**src/hdl/npsnap_pkg.sv**
```systemverilog
// Shared types and constants for the nearest point snap block.
// No dependencies; imported by every module of the block.
package npsnap_pkg;

    localparam int DEF_POINTS     = 1024;
    localparam int DEF_COORD_BITS = 24;

    localparam int IDX_W   = 10;
    localparam int COUNT_W = 11;
    localparam int PADDR_W = 3;
    localparam int PDATA_W = 32;

    // Command queue between front and back
    localparam int Q_DEPTH = 4;
    localparam int Q_PTR_W = $clog2(Q_DEPTH);

    // Register map: index taken from paddr[2]
    localparam logic REG_POINT_COUNT = 1'b0;

    // func field codes
    localparam logic FUNC_LOAD  = 1'b0;
    localparam logic FUNC_QUERY = 1'b1;

    typedef enum logic [1:0] {
        CMD_LOAD,
        CMD_SCAN,
        CMD_EMPTY
    } cmd_op_t;

    typedef struct packed {
        cmd_op_t            op;
        logic [IDX_W-1:0]   slot;
        logic [IDX_W-1:0]   qidx;
        logic [COUNT_W-1:0] n;
    } cmd_t;

    typedef enum logic [1:0] {
        S_IDLE,
        S_SCAN,
        S_DRAIN,
        S_DONE
    } scan_state_t;

endpackage

```
**src/hdl/npsnap_front.sv**
```systemverilog
// Front end of the nearest point snap block: accepts words, classifies them
// into load / scan / empty-search commands and queues them. Uses npsnap_pkg.
module npsnap_front #(
    parameter int POINTS     = npsnap_pkg::DEF_POINTS,
    parameter int COORD_BITS = npsnap_pkg::DEF_COORD_BITS
) (
    input  logic                               clk,
    input  logic                               rst_n,
    input  logic                               push,
    output logic                               full,
    input  logic                               func,
    input  logic [npsnap_pkg::IDX_W-1:0]       point_slot,
    input  logic [npsnap_pkg::IDX_W-1:0]       query_index,
    input  logic signed [COORD_BITS-1:0]       coord_x,
    input  logic signed [COORD_BITS-1:0]       coord_y,
    input  logic signed [COORD_BITS-1:0]       coord_z,
    input  logic [npsnap_pkg::COUNT_W-1:0]     point_count,
    output logic                               cmd_valid,
    input  logic                               cmd_pop,
    output npsnap_pkg::cmd_t                   cmd,
    output logic [2:0][COORD_BITS-1:0]         cmd_coord
);
    import npsnap_pkg::*;

    cmd_t                        q_cmd_reg   [Q_DEPTH];
    logic [2:0][COORD_BITS-1:0]  q_coord_reg [Q_DEPTH];
    logic [Q_PTR_W-1:0]          wr_ptr_reg;
    logic [Q_PTR_W-1:0]          rd_ptr_reg;
    logic [Q_PTR_W:0]            cnt_reg;

    cmd_t                        new_cmd;
    logic                        load_ok;
    logic                        enq;
    logic                        deq;
    logic [COUNT_W-1:0]          n_eff;

    // Classify the incoming word
    always_comb
    begin
        load_ok = int'(point_slot) < POINTS;
        if (int'(point_count) > POINTS)
        begin
            n_eff = COUNT_W'(POINTS);
        end
        else
        begin
            n_eff = point_count;
        end
        new_cmd.slot = point_slot;
        new_cmd.qidx = query_index;
        new_cmd.n    = n_eff;
        if (func == FUNC_LOAD)
        begin
            new_cmd.op = CMD_LOAD;
        end
        else if (n_eff == '0)
        begin
            new_cmd.op = CMD_EMPTY;
        end
        else
        begin
            new_cmd.op = CMD_SCAN;
        end
    end

    assign full      = (cnt_reg == (Q_PTR_W+1)'(Q_DEPTH));
    assign cmd_valid = (cnt_reg != '0);
    assign cmd       = q_cmd_reg[rd_ptr_reg];
    assign cmd_coord = q_coord_reg[rd_ptr_reg];

    // Drop loads aimed beyond the store
    assign enq = push && !full && !(func == FUNC_LOAD && !load_ok);
    assign deq = cmd_pop && cmd_valid;

    always_ff @(posedge clk or negedge rst_n)
    begin
        if (!rst_n)
        begin
            wr_ptr_reg <= '0;
            rd_ptr_reg <= '0;
            cnt_reg    <= '0;
        end
        else
        begin
            if (enq)
            begin
                wr_ptr_reg <= wr_ptr_reg + 1'b1;
            end
            if (deq)
            begin
                rd_ptr_reg <= rd_ptr_reg + 1'b1;
            end
            if (enq && !deq)
            begin
                cnt_reg <= cnt_reg + 1'b1;
            end
            else if (deq && !enq)
            begin
                cnt_reg <= cnt_reg - 1'b1;
            end
        end
    end

    always_ff @(posedge clk)
    begin
        if (enq)
        begin
            q_cmd_reg[wr_ptr_reg]   <= new_cmd;
            q_coord_reg[wr_ptr_reg] <= {coord_z, coord_y, coord_x};
        end
    end

endmodule

```
**config.mk**
```make
export PLATFORM = sky130hd
export DESIGN_NAME = npsnap_front
export DESIGN_NICKNAME = d
export VERILOG_FILES = /design/src/hdl/npsnap_pkg.sv /design/src/hdl/npsnap_front.sv
export SDC_FILE = /design/constraint.sdc
export NUM_CORES = 1
export LEC_CHECK = 0
export BUFFER_PORTS_ARGS = -buffer_cell sky130_fd_sc_hd__buf_2
export CORE_ASPECT_RATIO = 0.7
export CORE_MARGIN = 5
export CORE_UTILIZATION = 42
export DETAILED_ROUTE_END_ITERATION = 6
export PLACE_DENSITY = 0.69
export RECOVER_POWER = 50
export SYNTH_ARGS = -nofsm -noshare
export SYNTH_HDL_FRONTEND = slang
export SYNTH_SLANG_ARGS = --single-unit
```
**constraint.sdc**
```tcl
create_clock -name clk -period 5.4 [get_ports clk]
set_clock_uncertainty 0.05 [all_clocks]
set_input_delay 0.54 -clock clk [delete_from_list [all_inputs] [get_ports clk]]
set_output_delay 0.54 -clock clk [all_outputs]
set_load 0.01 [all_outputs]
```
==> impl_results.md, run 1 <==
- Worst setup EP type: flop
- Die Area: ~41000 um^2
- Max_cap viols: 2
- FF+latch count, synth: 427
- Synth-to-layout area growth: 18.6%
- Worst vdd ir: ~0.00037 V
- Met1 Use GR: 20.4%
- Post-route ant nets: 0
- IO Count: ~220
- Worst-Skew Late Latency: around 0.52 ns
- Num CTS Buffers: 40
- CP Launch Type: flop
- DRC violation count after routing: 0
- Worst-path cell chain: nor3b_1 > nor2b_1 > and2_1 > buf_4
- Clock sink count: 427
- DP Wirelength: about 18000 um
- Std cell rows: 59
- Post-synth top area share: about four fifths
- DR iter-0 viols: ~450
- GRT Residual Overflow: 0
- Failing checks: capacitance limit, slew limit
- RSZ-0062 raised after global routing: false
- N_diodes: 0
- Pwr dens: approximately 560 nW/um^2
- Share of layout cells above drive strength 1: 33.6%
- Fin. max-slew vios: about 100
- Max Freq: 242 MHz
- Routed len/inst: 22.0 um
- First-pass iteration count of the detailed router: 4
- Clock transition at the registers of the reported paths: around 0.06 ns
- Period utilisation layout: about three quarters
- # Post-CTS Setup Buffers: 0
- Status: complete, but fails checks
- Slowest cell on the critical path: and2_1
- Crit-path max cell delay: about 2 ns
- WL final: 30000 um
- Clock buffer depth: 3
- Final hold vios: 0
- Post-route cell area: about 19000 um^2
- WP data arrival: 4.26 ns
- Port-buffer cells: 214
- Critical Setup Path Class: flop to flop
- Largest cells by area after synthesis: edfxtp_1 (81%), mux4_2 (15%), dfrtp_1 (1.1%), buf_2 (0.45%), nor2b_1 (0.44%)
- Initial antenna violation count: 0
- Die height: 171 um
- Most frequent cells in the layout: edfxtp_1 (420), buf_2 (118), mux4_2 (105)
- Mean Syn Cell Area: 26.0 um^2
- Leading cell type in the layout, fill and taps excluded: edfxtp_1
- TritonCTS clock tree: yes
- Synth Warn #: 0
- Die Wd: roughly 240 um
- Rel. slew slack: -80.5%
- First-pass GRT wire length: between 40000 and 50000 um
- Cells after synthesis: 603
- Fin Setup TNS: 0 ns
- Largest net degree at the start of global routing: 57
- Area post-placement: 17300 um^2
- Number of global-route vias before repair: 7666
- M3 GR Usage: under 10%
- Total design power: 10400 uW
- Area of the core: around 37000 um^2
- Root Buffer: clkbuf_16
- Number of fill cells in the layout: between 2000 and 3000
- Gr usage total: roughly 15%
- Nets@finish: 956
- CP required: 5.53 ns
- CTS Hold Bufs: 1
- Routability Congestion: 0.714
- Slew @ Worst Pin: roughly 2.7 ns
- Seq/Total Area, Yosys: around four fifths
- Hold Crit Class: input port to flop
- Initial Util: a little over two fifths
- Vias per Instance: ~5.1
- Setup ws final: between 1 and 1.5 ns
- H-tree levels: 2
- Minimum clock period: approximately 4.1 ns
- Met2 usage: 23.7%
- Post-Syn Area: roughly 16000 um^2
- Leak Pwr: a little over 0.006 uW
- Max FO, Critical Path: a little over 50
- Endpoints failing setup: 0
- Post-synth cell types: 24
- Syn_nets: a little over 700
- Largest area contributor in the netlist: edfxtp_1
- Worst slack at placement: between 2 and 2.5 ns
- Busiest layer in global routing: met2
- DR vias: slightly below 7000
- Post_cts resized: 0
- Max reg flops: roughly 290
worst max-delay path: cells and delay by family, from the launching register on:
family,cells,cell delay (ns)
buffers and inverters,1,0.64
DFF,1,0.39
and+or+nand+nor,3,2.61
cell type report:
type | count | area [um^2] | share of cell area, %
Clock buffer | 51 | 1080 | 5.84
Inverter | 4 | 15.0 | 0.0809
Timing Repair Buffer | 224 | 1080 | 5.81
Clock inverter | 21 | 302 | 1.62
Tap cell | 488 | 611 | 3.29
Sequential cell | 427 | 12800 | 68.9
Multi-Input combinational cell | 145 | 2680 | 14.4
layer usage:
| metal | wire (um) | vias to the layer above |
|---|---|---|
| met5 | 0 | - |
| met4 | 564 | 0 |
| met3 | 1490 | 45 |
| met2 | 14700 | 172 |
| met1 | 13200 | 3657 |
| li1 | - | 3050 |
synth_stat cells:
master    count
buf_2        14
mux4_2      105
mux2_1        1
nor2b_1      11
buf_6         4
nand2_1       1
nand3_1       1
buf_8         1
nor4_1        2
inv_1         4
ha_1          5
clkbuf_1      7
dfrtp_1       7
xnor2_1       4
nor3b_2       1
buf_4         1
fa_1          1
and2_1        5
mux2_2        1
nand4b_1      1
or3_1         1
edfxtp_1    420
nor2_1        3
xor2_1        2
kinds of logic (layout without fill, tap and decap cells):
| family | count (synthesis) | in the layout | share of synthesized area, % |
|---|---|---|---|
| xor+xnor | 6 | 6 | 0.336 |
| fa+ha+maj | 6 | 6 | 0.528 |
| buf+inv | 31 | 300 | 1.14 |
| flops | 427 | 427 | 81.7 |
| mux | 107 | 107 | 15.3 |
| simple gates | 26 | 26 | 1.02 |
power by group:
part / total [uW] / switching, uW / internal, uW / leakage [uW]
combinational: 2780 / 1490 / 1300 / 0.00146
clock: 2930 / 1130 / 1800 / 0.000671
sequential: 4680 / 287 / 4390 / 0.00394
total: 10400 / 2910 / 7490 / 0.00606
through the flow:
| step | hold slack, ns | util, % | instances |
|---|---|---|---|
| 6_report | 0.225 | 50.2 | 1360 |
| 2_1_floorplan | 0.194 | - | 603 |
| 5_1_grt | 0.189 | 50.2 | 1360 |
| 4_1_cts | 0.134 | 50.6 | 1360 |
| 3_3_place_gp | 0.340 | 46.8 | 1287 |
| 3_5_place_dp | 0.334 | 46.8 | 1287 |
path summary, 6_finish.rpt:
| path | cells after the start | endpoint | slack, ns | from |
|---|---|---|---|---|
| max in group asynchronous | 2 | rd_ptr_reg[0]$_DFFE_PN0P_ | 4.57 | rst_n |
| worst max register to register | 4 | q_cmd_reg[2][5]$_DFFE_PP_ | 1.26 | cnt_reg[2]$_DFFE_PN0P_ |
| worst min-delay path | 1 | q_coord_reg[0][18]$_DFFE_PP_ | 0.23 | coord_x[18] |
| min in group asynchronous | 2 | cnt_reg[1]$_DFFE_PN0P_ | 0.41 | rst_n |
| worst min register to register | 1 | cnt_reg[2]$_DFFE_PN0P_ | 0.44 | cnt_reg[2]$_DFFE_PN0P_ |
| worst max-delay path | 4 | q_cmd_reg[2][5]$_DFFE_PP_ | 1.26 | cnt_reg[2]$_DFFE_PN0P_ |
(Power assumes the default switching activity.)
==> run 2: changes to the inputs <==
ABC_AREA = 1   (was unset)
clock period = 4 ns   (was 5.4 ns; I/O delays follow)
==> run 2 against run 1 <==
- the run still ends with capacitance limit, slew limit left
- hold slack worse by 0.15 ns
- cell area is 1.6% higher
- critical path depth unchanged
- sequential cell count unchanged
- total power increased by 42%
- wire length up 16%
- register-to-register slack got worse by 0.21 ns
- sequential power grew 31%
- global-route usage up 1.6 points
- sequential share of layout area shrank 1.1 points
==> impl_results.md, run 2 <==
- Period utilisation layout: 75.4%
- Num CTS Buffers: 42 (+5.0%)
- First-pass iteration count of the detailed router: 6 (+2)
- Gr usage total: 16.1% (+1.6 points)
- Status: complete, but fails checks
- CP required: 3.55 ns (-1.98 ns)
- Mean Syn Cell Area: 14.7 um^2 (-43%)
- Minimum clock period: 3.02 ns
- Routed len/inst: 18.9 um (-14%)
- Post-route cell area: 18900 um^2 (+1.6%)
- Register area: 12800 um^2 (unchanged)
- WP data arrival: 2.57 ns (-1.69 ns)
- Fin Setup TNS: 0 ns (unchanged)
- Port-buffer cells: 214 (unchanged)
- Post-route ant nets: 0 (unchanged)
- Failing checks: capacitance limit, slew limit
- Max_cap viols: 1 (-1)
- Die Wd: 245 um (+1.7%)
- Worst setup EP type: primary output
- Max reg flops: 288 (unchanged)
- Synth-to-layout area growth: 16.3%
- Most common cell in the netlist: edfxtp_1
- Routability Congestion: 0.754 (+5.5%)
- Initial antenna violation count: 4 (+4)
- Die Area: 42700 um^2 (+3.5%)
- Leading cell type in the layout, fill and taps excluded: edfxtp_1
- WL final: 34800 um (+16%)
- Clock sink count: 427 (unchanged)
- Worst hold-check slack: 0.0744 ns (-0.151 ns)
- Asr flop ratio synth: 1.64% (unchanged)
- Post-Syn Area: 16200 um^2 (+3.7%)
- Number of fill cells in the layout: 3314 (+13%)
- Cells after synthesis: 1104 (+83%)
- Fin. max-slew vios: 106 (+3.9%)
- Clock transition at the registers of the reported paths: 0.06 ns (about the same)
- H-tree levels: 2 (unchanged)
- Area post-placement: 17700 um^2 (+2.2%)
- Max FO, Critical Path: 105 (+110%)
- DR iter-0 viols: 719 (+59%)
- DR vias: 9614 (+39%)
- EDFF count, synth: 420 (unchanged)
- First-pass GRT wire length: 54600 um (+20%)
- Most frequent cells in the layout: edfxtp_1 (420), nor2_1 (230), o21ai_0 (119)
- TritonCTS clock tree: yes
- DRC violation count after routing: 0 (unchanged)
- RSZ-0062 raised after global routing: false
- Clock buffer depth: 3 (unchanged)
- Total design power: 14800 uW (+42%)
- Critical Setup Path Class: flop to primary output
- Area of the core: 38300 um^2 (+3.5%)
- Root Buffer: clkbuf_16
- Post-Route Utilization: 49.3% (-0.93 points)
- Post_cts resized: 0 (unchanged)
- Seq/Total Area, Yosys: 78.8% (-2.9 points)
- Worst-Skew Late Latency: 0.53 ns (about the same)
- Syn_nets: 1218 (+70%)
- Nets@finish: 1431 (+50%)
- Initial Util: 42.4% (+0.057 points)
- Synth top cells by count: edfxtp_1 (420), nor2_1 (232), o21ai_0 (119), o22ai_1 (105), o21ai_1 (93)
- DP Wirelength: 19600 um (+7.8%)
- Pwr dens: 784 nW/um^2 (+40%)
- # Post-CTS Setup Buffers: 0 (unchanged)
- Vias per Instance: 5.22 (+2.5%)
- Endpoints failing setup: 0 (unchanged)
- Std cell rows: 60 (+1.7%)
- Post-synth cell types: 21 (-13%)
- Share of layout cells above drive strength 1: 14.7% (-19 points)
- Final hold vios: 0 (unchanged)
- Hold Crit Class: input port to flop
- Largest cells by area after synthesis: edfxtp_1 (78%), nor2_1 (5.4%), o22ai_1 (4.0%), o21ai_0 (3.7%), o21ai_1 (2.9%)
- FF+latch count, synth: 427 (unchanged)
- CTS Hold Bufs: 3 (+2)
- Die height: 174 um (+1.7%)
- Worst vdd ir: 0.000453 V (+22%)
- Slew @ Worst Pin: 1.79 ns (-0.916 ns)
- Multi-input gate area: 2820 um^2 (+5.0%)
- Largest net degree at the start of global routing: 106 (+86%)
- Worst R2R Setup Slack: 1.05 ns (-0.21 ns)
- GRT Residual Overflow: 0 (unchanged)
- Largest area contributor in the netlist: edfxtp_1
- Number of global-route vias before repair: 9745 (+27%)
- Max Freq: between 300 and 400 MHz
- Post-synth top area share: 77.7% (-2.8 points)
- CP Launch Type: flop
- Rel. slew slack: -19.4% (+61 points)
- Leak Pwr: 0.00632 uW (+4.2%)
- Synth Warn #: 0 (unchanged)
- IO Count: 215 (unchanged)
- Dominant synthesized flop cell: edfxtp_1
==> run 2: changes by cell type after synthesis, moves of 23 or more <==
cell     change
inv_1       +23
nor2_1     +229
o21ai_0    +119
mux4_2     -105
o22ai_1    +105
buf_6       +28
o21ai_1     +93
==> run 2: through the flow <==
stage,instances,setup slack [ns]
finish,1842,0.984
detailed placement,1766,1.51
floorplan,1104,-1.68
global route,1841,0.735
global placement,1766,1.52
CTS,1841,0.918
==> run 2: cell families (layout without fill, tap and decap cells) <==
logic type | count (synthesis) | after routing | share of synthesized area (%)
AO/OA/AOI/OAI | 317 | 317 | 10.6
adder cells (fa/ha/maj) | 6 | 6 | 0.509
XOR/XNOR | 5 | 5 | 0.270
flip-flops | 427 | 427 | 78.8
other | 0 | 1 | 0
buffers and inverters | 98 | 339 | 3.93
AND/OR/NAND/NOR | 251 | 251 | 5.88
==> run 2: final cells by class <==
class,instances,area share [%]
Timing Repair Buffer,238,6.47
Sequential cell,427,67.8
Inverter,29,0.610
Clock buffer,52,5.88
Clock inverter,20,0.968
Tap cell,496,3.29
Multi-Input combinational cell,579,14.9
Antenna cell,1,0.0133
==> run 2: final timing paths <==
path / start / to / depth (start not counted)
worst min register to register: cnt_reg[0]$_DFFE_PN0P_ / cnt_reg[0]$_DFFE_PN0P_ / 1
max in group asynchronous: rst_n / rd_ptr_reg[0]$_DFFE_PN0P_ / 2
worst min-delay path: coord_x[7] / q_coord_reg[2][7]$_DFFE_PP_ / 1
min in group asynchronous: rst_n / rd_ptr_reg[1]$_DFFE_PN0P_ / 2
worst max register to register: cnt_reg[0]$_DFFE_PN0P_ / q_coord_reg[3][62]$_DFFE_PP_ / 5
worst max-delay path: rd_ptr_reg[1]$_DFFE_PN0P_ / cmd_coord[9] / 4
==> run 2: critical path, cell delays in order (launching register included) <==
cell and delay [ns]:
dfrtp_4 0.41, buf_4 0.84, o21ai_0 0.25, o22ai_1 0.27, buf_2 0.17
==> run 2: report_power, final <==
part           internal [uW]  switching (uW)
Combinational           1590            3350
Clock                   2160            1580
Sequential              5920             210
Total                   9670            5130
==> run 2: layer usage <==
layer | up-vias | routed length, um | global-route usage, %
met5 | - | 53 | 0
met4 | 8 | 488 | 3.18
met3 | 45 | 2540 | 4.66
met2 | 283 | 16600 | 26.6
met1 | 4715 | 15100 | 21.5
li1 | 4563 | - | -
